### config.mk
export PLATFORM = sky130hd
export DESIGN_NAME = debounced_switch_relay_controller
export DESIGN_NICKNAME = d
export VERILOG_FILES = /design/src/dsrc_pkg.sv /design/src/dsrc_lane.sv /design/src/dsrc_queue.sv /design/src/debounced_switch_relay_controller.sv
export SDC_FILE = /design/constraint.sdc
export NUM_CORES = 1
export LEC_CHECK = 0
export BUFFER_PORTS_ARGS = -buffer_cell sky130_fd_sc_hd__buf_2
export CAP_MARGIN = 40
export CORE_MARGIN = 1
export CORE_UTILIZATION = 58
export DETAILED_ROUTE_END_ITERATION = 12
export PLACE_DENSITY = 0.82
export SLEW_MARGIN = 20
export SYNTH_ARGS = -nofsm -noshare
export SYNTH_HDL_FRONTEND = slang
export SYNTH_SLANG_ARGS = --single-unit
### constraint.sdc
create_clock -name clk -period 9.94 [get_ports clk]
set_input_delay 0 -clock clk [delete_from_list [all_inputs] [get_ports clk]]
set_output_delay 0 -clock clk [all_outputs]
set_load 0.05 [all_outputs]
### src/dsrc_pkg.sv
package dsrc_pkg;

  // Default sizes
  localparam int CHANNELS_DEF   = 8;
  localparam int FIFO_DEPTH_DEF = 16;

  // Field and register widths
  localparam int DEB_W        = 8;
  localparam int INTERVAL_W   = 10;
  localparam int SWCNT_W      = 4;
  localparam int MASK_W       = 8;
  localparam int CFG_W        = 10;
  localparam int CFG_IDX_W    = 3;
  localparam int REMOTE_IDX_W = 4;
  localparam int IDX_W        = 5;
  localparam int DROP_W       = 4;
  localparam int LEVEL_W      = 5;
  localparam int IN_W         = 16;
  localparam int OUT_W        = 32;

  // Input beat layout
  localparam int IN_RAW_LSB = 0;
  localparam int IN_RVALID  = 8;
  localparam int IN_RIDX_LSB = 9;
  localparam int IN_RON     = 13;

  // Output beat layout
  localparam int OUT_DRIVE_LSB = 0;
  localparam int OUT_MARK_LSB  = 8;
  localparam int OUT_APPLIED   = 16;
  localparam int OUT_IGNORED   = 17;
  localparam int OUT_DROP_LSB  = 18;
  localparam int OUT_LEVEL_LSB = 22;

  // Register reset values
  localparam logic [DEB_W-1:0]      DEBOUNCE_RST = 8'd30;
  localparam logic [INTERVAL_W-1:0] INTERVAL_RST = 10'd100;
  localparam logic [SWCNT_W-1:0]    SWCNT_RST    = 4'd8;
  localparam logic [MASK_W-1:0]     ENABLE_RST   = 8'hFF;
  localparam logic [MASK_W-1:0]     ACTLOW_RST   = 8'hFF;
  localparam logic [MASK_W-1:0]     MOMENT_RST   = 8'h00;

  typedef enum logic [CFG_IDX_W-1:0] {
    REG_DEBOUNCE  = 3'd0,
    REG_INTERVAL  = 3'd1,
    REG_SWCOUNT   = 3'd2,
    REG_ENABLE    = 3'd3,
    REG_ACTLOW    = 3'd4,
    REG_MOMENTARY = 3'd5
  } cfg_reg_t;

  typedef struct packed {
    logic en;
    logic low_true;
    logic momentary;
  } lane_cfg_t;

  typedef struct packed {
    logic offer;
    logic on;
  } lane_req_t;

  typedef struct packed {
    logic                    valid;
    logic [REMOTE_IDX_W-1:0] index;
    logic                    on;
  } remote_t;

  typedef struct packed {
    logic [IDX_W-1:0] idx;
    logic             on;
  } entry_t;

  typedef struct packed {
    logic             valid;
    logic [IDX_W-1:0] idx;
    logic             on;
  } apply_t;

  typedef struct packed {
    logic               ignored;
    logic [DROP_W-1:0]  dropped;
    logic [LEVEL_W-1:0] level;
  } queue_status_t;

endpackage

### src/dsrc_lane.sv
module dsrc_lane
  import dsrc_pkg::*;
(
  input  logic             clk,
  input  logic             rst,
  input  logic             advance,
  input  lane_cfg_t        cfg,
  input  logic [DEB_W-1:0] debounce_ticks,
  input  logic             raw,
  input  logic             relay,
  output lane_req_t        req,
  output logic             mark
);

  logic             last_raw, last_raw_next;
  logic             stable_level, stable_level_next;
  logic             last_active, last_active_next;
  logic [DEB_W-1:0] since_change, since_change_next;
  logic             override_mark, override_mark_next;
  logic             act;

  // Debounce the raw level and decide whether this channel issues a command
  always_comb begin
    last_raw_next      = last_raw;
    stable_level_next  = stable_level;
    last_active_next   = last_active;
    since_change_next  = since_change;
    override_mark_next = override_mark;
    req                = '0;
    act                = cfg.low_true ? !raw : raw;
    if (cfg.en) begin
      if (raw != last_raw) begin
        last_raw_next     = raw;
        since_change_next = '0;
      end else if (since_change != '1) begin
        since_change_next = since_change + DEB_W'(1);
      end
      if (raw != stable_level && since_change_next >= debounce_ticks) begin
        stable_level_next = raw;
        if (cfg.momentary) begin
          if (act && !last_active) begin
            req.offer = 1'b1;
            req.on    = !relay;
          end
        end else if (act != relay) begin
          req.offer = 1'b1;
          req.on    = act;
        end
        last_active_next = act;
        if (req.offer) begin
          override_mark_next = 1'b1;
        end
      end
    end
  end

  assign mark = override_mark_next;

  // Hold channel state between ticks
  always_ff @(posedge clk) begin
    if (rst) begin
      last_raw      <= 1'b1;
      stable_level  <= 1'b1;
      last_active   <= 1'b0;
      since_change  <= '0;
      override_mark <= 1'b0;
    end else if (advance) begin
      last_raw      <= last_raw_next;
      stable_level  <= stable_level_next;
      last_active   <= last_active_next;
      since_change  <= since_change_next;
      override_mark <= override_mark_next;
    end
  end

endmodule

### src/dsrc_queue.sv
module dsrc_queue
  import dsrc_pkg::*;
#(
  parameter int CHANNELS   = CHANNELS_DEF,
  parameter int FIFO_DEPTH = FIFO_DEPTH_DEF
) (
  input  logic                  clk,
  input  logic                  rst,
  input  logic                  advance,
  input  logic [SWCNT_W-1:0]    used,
  input  logic [INTERVAL_W-1:0] interval_ticks,
  input  remote_t               remote,
  input  logic [CHANNELS-1:0]   req_valid,
  input  logic [CHANNELS-1:0]   req_on,
  output apply_t                apply,
  output queue_status_t         status
);

  localparam int AW = $clog2(FIFO_DEPTH);
  localparam int CW = $clog2(FIFO_DEPTH + 1);
  localparam int RW = $clog2(CHANNELS + 1);
  localparam int SW = $clog2(3 * FIFO_DEPTH + CHANNELS + 1);

  entry_t                fifo [FIFO_DEPTH];
  logic [AW-1:0]         head, head_next;
  logic [CW-1:0]         count, count_next;
  logic [INTERVAL_W-1:0] interval_count, interval_next;

  logic                  rem_acc, rem_drop;
  logic [AW-1:0]         rem_addr;
  entry_t                rem_entry, head_entry;
  logic [CW-1:0]         c0, c1, space;
  logic [INTERVAL_W-1:0] ic_inc;
  logic                  serve, pop, hit;
  logic [RW-1:0]         rank [CHANNELS];
  logic [AW-1:0]         lane_addr [CHANNELS];
  logic [CHANNELS-1:0]   lane_acc;
  logic [CHANNELS-1:0]   lmask;
  logic [SW-1:0]         total_s, space_s, n_acc, drop_sum;
  logic [6:0]            level7;

  function automatic logic [AW-1:0] wrap(input logic [SW-1:0] s);
    if (s >= SW'(FIFO_DEPTH)) begin
      return AW'(s - SW'(FIFO_DEPTH));
    end
    return AW'(s);
  endfunction

  // Queue the remote command, serve the head, then merge the lane requests
  always_comb begin
    rem_acc   = remote.valid && (count < CW'(FIFO_DEPTH));
    rem_drop  = remote.valid && !rem_acc;
    rem_addr  = wrap(SW'(head) + SW'(count));
    rem_entry = '{idx: IDX_W'(remote.index), on: remote.on};
    c0        = count + CW'(rem_acc);

    ic_inc        = (interval_count != '1) ? interval_count + INTERVAL_W'(1) : interval_count;
    serve         = ic_inc >= interval_ticks;
    interval_next = serve ? '0 : ic_inc;
    pop           = serve && (c0 != '0);

    // An empty queue can only serve the command queued this tick
    head_entry  = (count == '0) ? rem_entry : fifo[head];
    hit         = IDX_W'(used) > head_entry.idx;
    apply.valid = pop && hit;
    apply.idx   = head_entry.idx;
    apply.on    = head_entry.on;

    head_next = pop ? wrap(SW'(head) + SW'(1)) : head;
    c1        = c0 - CW'(pop);
    space     = CW'(FIFO_DEPTH) - c1;
    space_s   = SW'(space);

    // Rank each lane request among earlier lanes and place it behind the tail
    for (int i = 0; i < CHANNELS; i++) begin
      lmask        = (CHANNELS'(1) << i) - CHANNELS'(1);
      rank[i]      = RW'($countones(req_valid & lmask));
      lane_acc[i]  = req_valid[i] && (SW'(rank[i]) < space_s);
      lane_addr[i] = wrap(SW'(head_next) + SW'(c1) + SW'(rank[i]));
    end

    total_s    = SW'($countones(req_valid));
    n_acc      = (total_s < space_s) ? total_s : space_s;
    count_next = c1 + CW'(n_acc);
    drop_sum   = SW'(rem_drop) + total_s - n_acc;

    status.ignored = pop && !hit;
    status.dropped = (drop_sum > SW'(15)) ? '1 : DROP_W'(drop_sum);
    level7         = 7'(count_next);
    status.level   = level7[LEVEL_W-1:0];
  end

  // Advance queue pointers and the service timer
  always_ff @(posedge clk) begin
    if (rst) begin
      head           <= '0;
      count          <= '0;
      interval_count <= '0;
    end else if (advance) begin
      head           <= head_next;
      count          <= count_next;
      interval_count <= interval_next;
    end
  end

  // Write accepted commands into their slots
  always_ff @(posedge clk) begin
    if (advance) begin
      if (rem_acc) begin
        fifo[rem_addr] <= rem_entry;
      end
      for (int i = 0; i < CHANNELS; i++) begin
        if (lane_acc[i]) begin
          fifo[lane_addr[i]] <= '{idx: IDX_W'(i), on: req_on[i]};
        end
      end
    end
  end

endmodule

### src/debounced_switch_relay_controller.sv
// Debounced wall-switch and remote relay controller.
// Slave stream: one beat per 1 ms tick; tdata carries the raw switch levels
// and an optional remote command. Master stream: one result beat per tick
// with relay pin levels, override marks, service flags, drop count and the
// queue level. Configuration is a plain write port (cfg_we, cfg_index,
// cfg_data); the user must write it only while the block is idle, which the block does not enforce.
// Timing: the result of a tick is registered in the output register when its
// beat is accepted, or in the skid entry while m_tready stalls it. Throughput:
// one tick per cycle while s_tready is high; all channel lanes and the command
// queue update are combinational between the input and the output register.
// Stall: the output register plus one skid entry hold results; s_tready
// stays high until both are full, so one more tick is taken while a result
// waits on m_tready.
// Reset (rst, synchronous): relays off, debounce state idle high, queue
// empty, timer zero, registers to their defaults, both output stages empty.
module debounced_switch_relay_controller
  import dsrc_pkg::*;
#(
  parameter int CHANNELS   = CHANNELS_DEF,
  parameter int FIFO_DEPTH = FIFO_DEPTH_DEF
) (
  input  logic                 clk,
  input  logic                 rst,
  input  logic                 s_tvalid,
  output logic                 s_tready,
  // raw_levels[7:0], remote_valid, remote_index[3:0], remote_on, zero pad
  input  logic [IN_W-1:0]      s_tdata,
  output logic                 m_tvalid,
  input  logic                 m_tready,
  // relay_drive[7:0], override_marks[7:0], applied, ignored, dropped[3:0],
  // queue_level[4:0], zero pad
  output logic [OUT_W-1:0]     m_tdata,
  input  logic                 cfg_we,
  input  logic [CFG_IDX_W-1:0] cfg_index,
  input  logic [CFG_W-1:0]     cfg_data
);

  logic [DEB_W-1:0]      debounce_ticks;
  logic [INTERVAL_W-1:0] command_interval_ticks;
  logic [SWCNT_W-1:0]    switch_count;
  logic [MASK_W-1:0]     manual_enable_mask;
  logic [MASK_W-1:0]     active_low_mask;
  logic [MASK_W-1:0]     momentary_mask;

  logic                  advance;
  logic [MASK_W-1:0]     raw_levels;
  remote_t               remote;
  logic [SWCNT_W-1:0]    used;
  apply_t                apply;
  queue_status_t         status;
  logic [CHANNELS-1:0]   relay_on, relay_after;
  logic [CHANNELS-1:0]   req_valid, req_on, mark;
  logic [MASK_W-1:0]     drive, marks;
  logic [OUT_W-1:0]      result;

  logic                  out_valid, skid_valid;
  logic [OUT_W-1:0]      out_data, skid_data;

  // Configuration writes
  always_ff @(posedge clk) begin
    if (rst) begin
      debounce_ticks         <= DEBOUNCE_RST;
      command_interval_ticks <= INTERVAL_RST;
      switch_count           <= SWCNT_RST;
      manual_enable_mask     <= ENABLE_RST;
      active_low_mask        <= ACTLOW_RST;
      momentary_mask         <= MOMENT_RST;
    end else if (cfg_we) begin
      unique case (cfg_index)
        REG_DEBOUNCE:  debounce_ticks         <= cfg_data[DEB_W-1:0];
        REG_INTERVAL:  command_interval_ticks <= cfg_data[INTERVAL_W-1:0];
        REG_SWCOUNT:   switch_count           <= cfg_data[SWCNT_W-1:0];
        REG_ENABLE:    manual_enable_mask     <= cfg_data[MASK_W-1:0];
        REG_ACTLOW:    active_low_mask        <= cfg_data[MASK_W-1:0];
        REG_MOMENTARY: momentary_mask         <= cfg_data[MASK_W-1:0];
        default: ;
      endcase
    end
  end

  // Unpack the input beat
  assign advance      = s_tvalid && s_tready;
  assign raw_levels   = s_tdata[IN_RAW_LSB +: MASK_W];
  assign remote.valid = s_tdata[IN_RVALID];
  assign remote.index = s_tdata[IN_RIDX_LSB +: REMOTE_IDX_W];
  assign remote.on    = s_tdata[IN_RON];
  assign used = (switch_count < CHANNELS) ? switch_count : SWCNT_W'(CHANNELS);

  dsrc_queue #(
    .CHANNELS   (CHANNELS),
    .FIFO_DEPTH (FIFO_DEPTH)
  ) u_queue (
    .clk            (clk),
    .rst            (rst),
    .advance        (advance),
    .used           (used),
    .interval_ticks (command_interval_ticks),
    .remote         (remote),
    .req_valid      (req_valid),
    .req_on         (req_on),
    .apply          (apply),
    .status         (status)
  );

  // Apply the served command before the lanes look at the relays
  always_comb begin
    for (int i = 0; i < CHANNELS; i++) begin
      relay_after[i] = (apply.valid && apply.idx == IDX_W'(i)) ? apply.on : relay_on[i];
    end
  end

  always_ff @(posedge clk) begin
    if (rst) begin
      relay_on <= '0;
    end else if (advance) begin
      relay_on <= relay_after;
    end
  end

  // One debounce lane per channel; only the first eight have wall inputs
  for (genvar i = 0; i < CHANNELS; i++) begin : g_lane
    lane_cfg_t lcfg;
    lane_req_t lreq;
    logic      lraw;

    if (i < MASK_W) begin : g_wired
      assign lcfg.en        = manual_enable_mask[i] && (used > SWCNT_W'(i));
      assign lcfg.low_true  = active_low_mask[i];
      assign lcfg.momentary = momentary_mask[i];
      assign lraw           = raw_levels[i];
    end else begin : g_unwired
      assign lcfg = '0;
      assign lraw = 1'b0;
    end

    dsrc_lane u_lane (
      .clk            (clk),
      .rst            (rst),
      .advance        (advance),
      .cfg            (lcfg),
      .debounce_ticks (debounce_ticks),
      .raw            (lraw),
      .relay          (relay_after[i]),
      .req            (lreq),
      .mark           (mark[i])
    );

    assign req_valid[i] = lreq.offer;
    assign req_on[i]    = lreq.on;
  end

  // Relay pins are active low; channels that do not exist drive high
  for (genvar b = 0; b < MASK_W; b++) begin : g_pin
    if (b < CHANNELS) begin : g_used
      assign drive[b] = !relay_after[b];
      assign marks[b] = mark[b];
    end else begin : g_absent
      assign drive[b] = 1'b1;
      assign marks[b] = 1'b0;
    end
  end

  always_comb begin
    result = '0;
    result[OUT_DRIVE_LSB +: MASK_W]  = drive;
    result[OUT_MARK_LSB +: MASK_W]   = marks;
    result[OUT_APPLIED]              = apply.valid;
    result[OUT_IGNORED]              = status.ignored;
    result[OUT_DROP_LSB +: DROP_W]   = status.dropped;
    result[OUT_LEVEL_LSB +: LEVEL_W] = status.level;
  end

  // Output register with one skid entry
  assign s_tready = !skid_valid;
  assign m_tvalid = out_valid;
  assign m_tdata  = out_data;

  always_ff @(posedge clk) begin
    if (rst) begin
      out_valid  <= 1'b0;
      skid_valid <= 1'b0;
    end else begin
      if (!out_valid || m_tready) begin
        if (skid_valid) begin
          out_valid  <= 1'b1;
          skid_valid <= 1'b0;
        end else begin
          out_valid <= advance;
        end
      end else if (advance) begin
        skid_valid <= 1'b1;
      end
    end
  end

  always_ff @(posedge clk) begin
    if (!out_valid || m_tready) begin
      if (skid_valid) begin
        out_data <= skid_data;
      end else if (advance) begin
        out_data <= result;
      end
    end else if (advance) begin
      skid_data <= result;
    end
  end

endmodule

After elaboration in Yosys (flattened, before gate mapping)
Memories as Yosys holds them, arrays and structs flattened. A register that Yosys moved wholly into a read port is not among the register bits.
Cells that the tools add are included.
Widths: inputs -> output; s select.
{"block": "totals", "mem_count": 1, "regBits": 225, "wordCells": 490, "ram_bits": 80}
{"block": "op_classes", "bitwise_logic": 1, "n_addsub": 47, "muxes": 189, "reduce_logical": 113, "eq_ne": 45, "magnitude_cmp": 40}
{"name": "u_queue.fifo", "depth": 16, "word_bits": 5, "rd": 1, "rd_clocked_by_memory_dff": 1, "write_ports": 9, "line": "dsrc_queue.sv:24", "rtl": "entry_t fifo [FIFO_DEPTH];"}
{"cell": "$mux 8", "count": 24}
{"cell": "$mux 2", "count": 56}
{"cell": "$mux 4", "count": 25}
{"cell": "$mux 1", "count": 78}
{"cell": "$add 8x1->8 const B", "count": 8}
{"cell": "$ge 8x8->1", "count": 8}
{"cell": "$ne 8x8->1 const B", "count": 8}
{"cell": "$ge 6x5->1 const B", "count": 9}
{"cell": "$mux 27", "count": 2}
{"cell": "$reduce_and 3->1", "count": 16}
{"cell": "$logic_and 1x1->1", "count": 46}
{"cell": "$sub 4x1->4 const B", "count": 10}
{"cell": "$reduce_and 2->1", "count": 16}
{"cell": "$add 6x4->6", "count": 5}
{"cell": "$lt 4x5->1", "count": 6}
{"cell": "$logic_not 1->1", "count": 28}
{"cell": "$ne 1x1->1", "count": 24}
{"cell": "$eq 5x3->1 const B", "count": 4}
{"cell": "$mux 10", "count": 2}
{"cell": "$gt 4x3->1 const B", "count": 4}
{"cell": "$add 4x1->4", "count": 3}
{"cell": "$add 4x5->6", "count": 2}
{"cell": "$add 6x6->6", "count": 2}
{"cell": "$mux 6", "count": 2}
{"cell": "other kinds (37)", "count": 47}

Logic depth before layout (Yosys ltp)
Gate-level depths: netlist of run 1.
{"block": "depth", "word_depth": 25, "ltp_mapped": 48}

Cells and area by module
From an unflattened synthesis of run 1, not the netlist that was laid out.
{"block": "hier_totals", "hier_cells": 2835, "hier_area_um2": 24469.7}
{"mod": "dsrc_queue", "seq_area_each_um2": 2222.1, "cells_per_inst": 1468, "area_each_um2": 11957.7, "n_inst": 1}
{"mod": "dsrc_lane", "seq_area_each_um2": 240.2, "cells_per_inst": 122, "area_each_um2": 991.0, "n_inst": 8}
{"mod": "debounced_switch_relay_controller", "seq_area_each_um2": 2742.6, "cells_per_inst": 391, "area_each_um2": 4584.4, "n_inst": 1}

Worst setup path before layout of run 1
Ideal clock, no wire load.
{"block": "synth_path", "path_type": "register -> register", "start": "register u_queue.interval_count[0]", "end": "register out_data[19] (netlist: m_tdata[19]), data pin", "stages_incl_launch_ff": 46, "n_path_buf": 0, "setup_ps": 260, "t_arrival_ps": 9888, "setup_slack_ps": -208, "period_less_slack_ps": 10148, "t_required_ps": 9680, "cell_sequence": "dfxtp_1 ha_1 and3_1 nand3_1 and3_1 nand3_1 xnor2_1 ha_1 nand4_1 a211oi_1 a211o_1 nand4_1 inv_1 and3_1 nand2b_1 mux2i_1 ha_1 or2_2 [10 not listed] inv_1 fa_1 inv_1 ha_1 o21ai_0 nand2b_1 a21oi_1 nor3_1 mux2_2 inv_1 ha_1 fa_1 and2_1 o21ai_0 mux2_2 a22oi_1 or2_2 mux2_2"}
{"element": "from (decl)", "line": "dsrc_queue.sv:27", "rtl": "logic [INTERVAL_W-1:0] interval_count, interval_next;"}
{"element": "from (signal assigned)", "line": "dsrc_queue.sv:102", "rtl": "interval_count <= interval_next;"}
{"element": "to (signal assigned)", "line": "debounced_switch_relay_controller.sv:199", "rtl": "out_data <= skid_data;"}
{"element": "to (signal assigned)", "line": "debounced_switch_relay_controller.sv:201", "rtl": "out_data <= result;"}
{"element": "to (decl)", "line": "debounced_switch_relay_controller.sv:57", "rtl": "logic [OUT_W-1:0] out_data, skid_data;"}

==> results of run 1 <==
critical path, delay by kind of cell (launching register included):
kind	cells	cell delay (ns)
AND/OR/NAND/NOR	13	1.94
adder cells (fa/ha/maj)	13	3.89
AO/OA/AOI/OAI	9	1.39
multiplexers	3	0.70
buffers and inverters	12	1.19
flip-flops	1	0.33
flip-flops by register name, indices dropped and copies added, names as in the netlist, named ones only:
register                     flops
switch_count                     4
relay_on                         8
command_interval_ticks          10
skid_valid                       1
u_queue.count                    5
g_lane.u_lane.last_active        8
m_tvalid                         1
active_low_mask                  8
skid_data                       27
momentary_mask                   8
m_tdata                         27
debounce_ticks                   8
u_queue.fifo                    80
u_queue.interval_count          10
g_lane.u_lane.override_mark      8
manual_enable_mask               8
g_lane.u_lane.stable_level       8
g_lane.u_lane.last_raw           8
g_lane.u_lane.since_change      64
u_queue.head                     4
metal layers:
layer	global-route usage [%]	share of wire, %	vias to the layer above
li1	-	-	10800
met1	55.1	39	11400
met2	71.6	45	1440
met3	8.35	9.2	364
met4	28.1	7.1	0
met5	0	0	-
through the flow:
step                      cells  utilization [%]  setup WS (ns)
after floorplan            2897                -         0.0497
after global placement     3493             62.5          0.119
after detailed placement   3505             62.7         -0.316
after CTS                  3602             67.1        0.00425
after global routing       3619             67.9        -0.0408
final                      3619             67.9          0.238
cell type report:
| cell class | count | area, µm² |
|---|---|---|
| Clock buffer | 45 | 1030 |
| Multi-Input combinational cell | 2395 | 16000 |
| Fill cell | 3065 | 12700 |
| Sequential cell | 309 | 6890 |
| Timing Repair Buffer | 235 | 1770 |
| Tap cell | 525 | 657 |
| Inverter | 89 | 334 |
| Clock inverter | 21 | 354 |
report_power, final:
| part | total (W) | switching (W) | internal, W |
|---|---|---|---|
| registers | 0.00141 | 0.0000535 | 0.00136 |
| clock network | 0.00157 | 0.000591 | 0.000974 |
| logic | 0.000760 | 0.000502 | 0.000259 |
kinds of logic after synthesis:
group | after synthesis | share of synthesized area (%)
XOR/XNOR | 118 | 5.19
adder cells (fa/ha/maj) | 183 | 10.4
multiplexers | 170 | 7.86
flip-flops | 309 | 29.5
AND/OR/NAND/NOR | 1330 | 27.6
other | 2 | 0.0321
buffers and inverters | 193 | 3.29
AO/OA/AOI/OAI | 588 | 16.2
cell usage in the layout, fill, tap and decap left out, types with 23 or more instances in the layout:
| cell | instances |
|---|---|
| sky130_fd_sc_hd__xor2_1 | 68 |
| sky130_fd_sc_hd__nor4_1 | 35 |
| sky130_fd_sc_hd__nor2b_1 | 34 |
| sky130_fd_sc_hd__nor2_1 | 299 |
| sky130_fd_sc_hd__buf_4 | 126 |
| sky130_fd_sc_hd__nand2_1 | 427 |
| sky130_fd_sc_hd__dfxtp_1 | 233 |
| sky130_fd_sc_hd__dlygate4sd3_1 | 30 |
| sky130_fd_sc_hd__ha_1 | 158 |
| sky130_fd_sc_hd__nand4_1 | 58 |
| sky130_fd_sc_hd__xnor2_1 | 34 |
| sky130_fd_sc_hd__and2_1 | 38 |
| sky130_fd_sc_hd__nor3_1 | 90 |
| sky130_fd_sc_hd__edfxtp_1 | 70 |
| sky130_fd_sc_hd__nand3_1 | 116 |
| sky130_fd_sc_hd__mux2i_1 | 124 |
| sky130_fd_sc_hd__a211oi_1 | 34 |
| sky130_fd_sc_hd__o21a_1 | 23 |
| sky130_fd_sc_hd__buf_2 | 64 |
| sky130_fd_sc_hd__o21ai_0 | 87 |
| sky130_fd_sc_hd__a21oi_1 | 204 |
| sky130_fd_sc_hd__nand2b_1 | 52 |
| sky130_fd_sc_hd__mux2_2 | 35 |
| sky130_fd_sc_hd__inv_1 | 85 |
| sky130_fd_sc_hd__clkbuf_16 | 39 |
| sky130_fd_sc_hd__or2_2 | 24 |
| sky130_fd_sc_hd__a21o_1 | 41 |
| sky130_fd_sc_hd__and3_1 | 38 |
worst max-delay path by stage:
stage,from,endpoint,depth (start not counted)
after detailed placement,u_queue.interval_count[0]$_SDFFE_PP0P_,m_tdata[18]$_DFFE_PP_,45
after floorplan,u_queue.interval_count[0]$_SDFFE_PP0P_,m_tdata[19]$_DFFE_PP_,45
after global placement,u_queue.count[1]$_SDFFE_PP0P_,m_tdata[18]$_DFFE_PP_,46
final,u_queue.interval_count[0]$_SDFFE_PP0P_,m_tdata[19]$_DFFE_PP_,50
after global routing,u_queue.interval_count[0]$_SDFFE_PP0P_,m_tdata[18]$_DFFE_PP_,50
after CTS,u_queue.interval_count[0]$_SDFFE_PP0P_,m_tdata[19]$_DFFE_PP_,46
timing repair:
| item | in CTS | in global routing |
|---|---|---|
| pin swaps | 3 | 19 |
| setup buffers | 1 | 10 |
| endpoints found under the setup margin | 8 | 9 |
| hold buffers | 30 | 0 |
| hold endpoints to repair | 116 | 0 |
| resized for setup | 9 | 39 |
==> results by stage, run 1 <==
Run status:
- The flow ran to the end, and the final reports show no timing, DRC or antenna violations.

Timing:
- Derived from the worst setup path, the maximum achievable clock frequency is 0.103 GHz.
- The worst-margin pin slew is 0.970 ns.
- For the final database, setup skew stands at 0.0398 ns.
- The final setup violation count is 0.
- The relative slew slack is 34.8%.
- The number of pins exceeding their max-slew limit in the final report came to 0.
- The post-layout minimum cycle time is 9.70 ns.
- After routing, the total negative slack on setup checks comes to 0 ns.
- The minimum hold slack is 0.103 ns.
- The final critical-path share of the clock period is 97.6%.
- The number of hold-slack violations in the final timing report is 0.

Detailed routing:
- The aggregate routed wire length is 93500 µm.
- The vias after detailed routing is 24100.
- The count of nets left with antenna violations once routing finished came out at 0.
- The total DRC errors in the routed layout is 0.
- The first detailed-routing pass ran for 7 iterations.
- Using the TritonRoute via totals, the vias-per-cell ratio works out to 6.65.
- The average wire per standard cell is 25.8 µm.
- The initial detailed-routing violation count is 2853.

Synthesis:
- Of all flip-flops after synthesis, the portion carrying an async set or reset was 0%.
- The most frequently used flop master after synthesis is sky130_fd_sc_hd__dfxtp_1.
- A synthesized cell averages 8.07 µm².
- The synthesized netlist occupies a cell area of 23400 µm².
- Counting flops with a built-in enable in the synthesized netlist gives 70.
- The top cell type by area accounts for 20.5% of the synthesized area.
- The largest area contributor in the netlist is sky130_fd_sc_hd__dfxtp_1.
- Of the synthesized area, sequential elements account for 29.5%.
- The synthesized design contains 309 register bits.
- In this run, distinct cell masters in the synthesized netlist total 101.
- Counting instances in the post-synthesis netlist gives the leading cell types as 427 x sky130_fd_sc_hd__nand2_1, 303 x sky130_fd_sc_hd__nor2_1, 239 x sky130_fd_sc_hd__dfxtp_1, 208 x sky130_fd_sc_hd__a21oi_1, 164 x sky130_fd_sc_hd__ha_1.
- Counting every instance in the synthesized netlist gives 2893.
- Ranked by total cell area, the synthesized netlist is headed by sky130_fd_sc_hd__dfxtp_1 20%, sky130_fd_sc_hd__edfxtp_1 9.0%, sky130_fd_sc_hd__ha_1 8.8%.
- The number of warnings printed during yosys synthesis is 0.
- The library cell with the highest instance count after synthesis is sky130_fd_sc_hd__nand2_1.

Finish:
- The antenna diode instance count is 0.
- From synthesis to final layout, the design area changed by 15.5%.
- The final standard cell area without fillers is 27000 µm².
- The share of final-layout standard cells stronger than drive strength 1 is 13.3%.
- For this run, the post-layout net count is 3283.

Clock tree:
- Clock-pin slew was measured on the worst setup and hold paths at 0.06 ns.
- The H-tree was split into 2 levels.
- Clock latency on the worst-skew pair, taken at its later pin, is 0.59 ns.
- The number of sinks handled by clock tree synthesis is 309.
- The clock root buffer master is sky130_fd_sc_hd__clkbuf_16.
- In this run the deepest clock path goes through 3 buffers.
- Buffers inserted during clock tree synthesis total 36.
- TritonCTS built the clock tree.

Worst setup path:
- Setup slack on the worst reg-to-reg path comes out at 0.24 ns.
- The endpoint identified for the worst register-to-register timing path is m_tdata[19]$_DFFE_PP_.
- The worst setup path is captured at a register.
- At the worst endpoint, the required time is 10.27 ns.
- The largest single stage delay on the critical path is 0.55 ns.
- The path type of the worst setup path is register to register.
- The maximum fanout encountered on the critical timing path is 4.
- The startpoint of the worst-slack reg-to-reg timing path is u_queue.interval_count[0]$_SDFFE_PP0P_.
- The arrival time reported for the critical path endpoint is 10.03 ns.
- The number of cells on the worst reg-to-reg path is 50.
- The worst setup path is launched from a register.
- The standard cell with the maximum stage delay on the critical path is sky130_fd_sc_hd__fa_1.

Floorplanning:
- The standard cell core area is 39700 µm².
- The die outline width is 203 µm.
- The effective utilization at floorplan is 58.8%.
- The die covers 41100 µm².
- 68 I/O pins were placed.
- After floorplanning, the core was divided into 73 placement rows.
- The vertical extent of the die is 203 µm.

Placed design:
- Once placement finished, the instance area stood at 24900 µm².
- The count of buffers inserted at the top-level ports is 60.
- The placed wire-length estimate is 70700 µm.
- The routability congestion estimate is 1.09.

Job:
- Across the run, the number of max-cap violations was 0.

Power:
- VDD sags by at most 123 µV.
- The power consumption is 0.00374 W.
- Summed over all cells, the static leakage comes to 11.5 nW.
- The ratio of total power to cell area is 138 nW/µm².

Global route:
- The global-route wire length before repair is 138000 µm.
- The largest net degree at the start of global routing is 78.
- The initial antenna violation count was 1.
- The number of global-route vias before repair is 23000.
- The overall fraction of global-route tracks in use is 44.6%.
- The final global-route overflow total is 0.

Min path:
- The tightest min-delay check is of the input port to register type.
- The depth of the worst hold-timing path is 4.
- The startpoint of the most critical hold path is s_tdata[11].
- The hold path endpoint is u_queue.fifo[1][3]$_SDFFE_PP1P_.
Power figures use the tool's default switching activity.
==> inputs of run 2 (changes only) <==
--- a/config.mk
+++ b/config.mk
@@ -7,10 +7,10 @@
 export LEC_CHECK = 0
 export BUFFER_PORTS_ARGS = -buffer_cell sky130_fd_sc_hd__buf_2
 export CAP_MARGIN = 40
-export CORE_MARGIN = 1
+export CORE_MARGIN = 3
 export CORE_UTILIZATION = 58
 export DETAILED_ROUTE_END_ITERATION = 12
-export PLACE_DENSITY = 0.82
+export PLACE_DENSITY = 0.8
 export SLEW_MARGIN = 20
 export SYNTH_ARGS = -nofsm -noshare
 export SYNTH_HDL_FRONTEND = slang
==> constraint.sdc (replaced) <==
create_clock -name clk -period 9.94 [get_ports clk]
set_input_delay 0 -clock clk [delete_from_list [all_inputs] [get_ports clk]]
set_output_delay 0 -clock clk [all_outputs]
set_load 0.005 [all_outputs]
==> run 2 against run 1 <==
Effect of this change:
- hold slack worse by 0.027 ns
- setup slack got worse by 0.15 ns
- count of clock-buffer cells in the layout is 5 higher
- critical path depth is 5 lower
- largest cell class unchanged
- fmax shrank 1.5%
- via count rose by 0.51%
- clock power is 4% lower
- utilization grew 0.66 points
- global-route usage shrank 1.9 points
- sequential power about the same
==> results by stage, run 2 (same netlist as run 1, synthesis figures left out) <==
Detailed routing:
- The met3 routed wirelength was 9460 µm (+10%).
- The detailed router used layers up to and including met5.
- The number of iterations in the first detailed-routing pass is 7 (unchanged).
- The length of routed met2 wiring is 41300 µm (-2.2%).
- The count of antenna-violating nets left after detailed routing came to 0 (unchanged).
- The average wire per standard cell is 26.0 µm (+0.62%).
- The wire length the detailed router placed on met1 came to 35200 µm (-2.2%).
- The vias after detailed routing is 24200 (+0.51%).
- The number of vias per cell is 6.71 (+0.84%).
- The initial detailed-routing violation count came to 2819 (-1.2%).
- The total DRC errors in the routed layout is 0 (unchanged).
- The aggregate routed wire length was 93700 µm (+0.28%).

Global route:
- The final global-route overflow total is 0 (unchanged).
- The overall fraction of global-route tracks in use is 42.6% (-1.9 points).
- The initial antenna violation count is 2 (+1).
- The number of global-route vias before repair is 23100 (+0.37%).
- The global-route wire length before repair is 138000 µm (-0.36%).
- The largest net degree at the start of global routing is 50 (-36%).

Power:
- The switching power total was 0.00112 W (-2.1%).
- The relative contribution of combinational cells to total power is 20.2% (about the same).
- The leakage power summed over all cells is 11.4 nW (-0.66%).
- The sequential group share of total power is 38.6% (+0.8 points).
- The ratio of total power to cell area was 136 nW/µm² (-1.7%).
- The share of total power consumed by net switching is 30.7% (about the same).
- The maximum vdd ir drop is 144 µV (+17%).
- The share of power burned in the clock network came to 41.2% (-0.7 points).
- The internal power is 0.00253 W (-2.2%).

Clock tree:
- The maximum count of clock buffers along a single path is 3 (unchanged).
- The number of H-tree branching levels is 2 (unchanged).
- The cell sitting at the root of the clock tree is a sky130_fd_sc_hd__clkbuf_16.
- The CTS tree is yes.
- The clock insertion delay at the later pin of the skew report is 0.57 ns (-0.02 ns).
- The clock input transition at the sequential cells of the worst setup and hold paths is 0.06 ns (about the same).
- The total clock buffers created by CTS is 37 (+2.8%).
- The number of sinks handled by clock tree synthesis is 309 (unchanged).

Finish:
- The multi-input combinational cell area came to 16000 µm² (+0.14%).
- The top cell types in the final layout, fill and taps aside, are 427 x sky130_fd_sc_hd__nand2_1, 300 x sky130_fd_sc_hd__nor2_1, 237 x sky130_fd_sc_hd__dfxtp_1.
- The post-layout net count is 3277 (-0.18%).
- The flip-flop count of the largest register after layout is 80 (unchanged).
- The total area of sequential cells is 6890 µm² (about the same).
- u_queue.fifo holds more flip-flops than any other register.
- The largest registers in the layout are u_queue.fifo: 80 flops, g_lane.u_lane.since_change: 64 flops.
- The library cell used most frequently in the layout, excluding fill and tap cells, is sky130_fd_sc_hd__nand2_1.
- The area growth from synthesis to final layout is 15.1%.
- The number of fillers in the final layout is 3025 (-1.3%).
- The final standard cell area without fillers is 26900 µm² (-0.41%).
- The antenna diode instance count is 0 (unchanged).
- The share of final-layout standard cells stronger than drive strength 1 is 12.9% (-0.33 points).

Worst setup path:
- The data required time at the worst endpoint came to 10.38 ns (+0.11 ns).
- The most critical setup path has its startpoint at u_queue.interval_count[6]$_SDFFE_PP0P_.
- The number of cells on the worst reg-to-reg path is 45 (-10%).
- Among all stages on the critical path, the largest delay is contributed by sky130_fd_sc_hd__fa_1.
- The logic depth of the worst path, buffers included is 45 (-10%).
- The capture instance of the worst register-to-register path is m_tdata[20]$_DFFE_PP_.
- The maximum fanout encountered on the critical timing path was 4 (unchanged).
- The nature of the critical path startpoint is a register.
- The largest stage delay on the critical path is 0.54 ns (about the same).
- Broken down by cell family, the worst path's largest delay share belongs to adder cells.
- The internal reg-to-reg setup slack is 0.09 ns (-0.15 ns).
- The startpoint of the worst-slack reg-to-reg timing path is u_queue.interval_count[6]$_SDFFE_PP0P_.
- The arrival time reported for the critical path endpoint is 10.29 ns (+0.26 ns).
- The path type of the worst setup path is register to register.
- In this run the worst setup path terminates at m_tdata[20]$_DFFE_PP_.
- The buffer and inverter count on the worst path is 8 (-4).
- STA classifies the critical path endpoint as a register.

Timing:
- The post-layout minimum cycle time came to 9.85 ns (+0.147 ns).
- The final critical-path share of the clock period came to 99.1% (+1.5 points).
- The number of pins exceeding their max-slew limit in the final report is 0 (unchanged).
- The clock skew after layout is 0.0203 ns (-0.0195 ns).
- The relative slew slack is 33.8% (-0.98 points).
- The number of hold-slack violations in the final timing report is 0 (unchanged).
- The total negative setup slack is 0 ns (unchanged).
- The worst-margin pin slew was 0.993 ns (+0.0230 ns).
- The highest clock frequency the design can meet is 0.102 GHz (-1.5%).
- The final setup violation count came to 0 (unchanged).

Run status:
- The flow ran to the end, and the final reports show no timing, DRC or antenna violations.

Min path:
- The worst hold path class is input port to register.

Floorplanning:
- The vertical extent of the die came to 207 µm (+2.0%).
- The number of I/O pins is 68 (unchanged).
- The standard cell core area is 39200 µm² (-1.4%).
- The effective utilization at floorplan was 59.6% (+0.82 points).
- The die outline width is 207 µm (+2.0%).
- The total die area was 42700 µm² (+4.0%).
- The number of placement rows is 72 (-1.4%).

Placed design:
- The count of buffers inserted at the top-level ports is 60 (unchanged).
- The routability congestion estimate is 1.13 (+3.7%).
- The placed wire-length estimate is 71000 µm (+0.44%).
- The instance area after placement is 24800 µm² (-0.33%).

Job:
- The number of max-cap violations is 0 (unchanged).
==> run 2: cell types whose count changed in the layout (fill, tap and decap cells not counted), sizes merged <==
cell	change
buf	-12
bufinv	-3
clkbuf	+9
clkdlybuf4s15	-2
clkinv	-4
dlygate4sd3	+3
inv	+4
==> run 2: routing by layer <==
metal | GRT usage (%) | up-vias
li1 | - | 10800
met1 | 51.7 | 11500
met2 | 67.6 | 1472
met3 | 10.3 | 443
met4 | 28.3 | 2
met5 | 0 | -
==> run 2: how the worst min path moves through the flow <==
stage           startpoint                                endpoint  slack (ns)  depth (start not counted)
6_report       s_tdata[11]        u_queue.fifo[12][3]$_SDFFE_PP1P_        0.08                          4
5_1_grt        s_tdata[11]         u_queue.fifo[0][3]$_SDFFE_PP1P_         0.1                          4
4_1_cts        s_tdata[11]        u_queue.fifo[12][3]$_SDFFE_PP1P_        0.05                          4
3_5_place_dp   cfg_data[8]  command_interval_ticks[8]$_SDFFE_PP0P_        0.26                          3
3_3_place_gp   cfg_data[8]  command_interval_ticks[8]$_SDFFE_PP0P_        0.24                          3
2_1_floorplan   s_tdata[5]  g_lane[5].u_lane.last_raw$_SDFFE_PP1P_        0.11                          2
==> run 2: area by class of cell <==
class                   count  share of cell area (%)
multi-input cells        2395                    59.4
flip-flops and latches    309                    25.6
clock inverters            18                    1.02
well taps                 518                    2.41
repair buffers            228                    6.33
clock buffers              50                    3.93
inverters                  89                    1.25
==> run 2: power groups by stage <==
stage	clock [W]	sequential [W]	combinational, W
5_1_grt	0.00156	0.00141	0.000781
6_report	0.00151	0.00141	0.000740
2_1_floorplan	0	0.00141	0.000431
4_1_cts	0.00151	0.00141	0.000693
3_5_place_dp	0	0.00144	0.000676
3_3_place_gp	0	0.00143	0.000643
==> run 2: worst min-delay path: cells and delay by family <==
family,cells,cell delay [ns]
buffers and inverters,2,0.37
muxes,1,0.15
AOI/OAI and AO/OA,1,0.07
==> run 2: what timing repair did <==
action | in CTS | in global routing
buffers inserted | 2 | 9
hold buffers | 33 | 0
pin swaps | 3 | 19
gates cloned | 0 | 0
endpoints found under the hold margin | 111 | 0
setup endpoints to repair | 8 | 9
resized for setup | 8 | 38
==> run 2: through the flow <==
step | total power, W | std cells | hold WS [ns] | utilization [%] | setup WS (ns)
after CTS | 0.00361 | 3586 | 0.0535 | 67.8 | 0.0348
final | 0.00366 | 3607 | 0.0761 | 68.6 | 0.0904
after global placement | 0.00208 | 3466 | 0.240 | 63.0 | 0.00272
after global routing | 0.00375 | 3607 | 0.0988 | 68.6 | -0.202
after detailed placement | 0.00211 | 3483 | 0.255 | 63.4 | -0.292
after floorplan | 0.00185 | 2897 | 0.112 | - | 0.0497
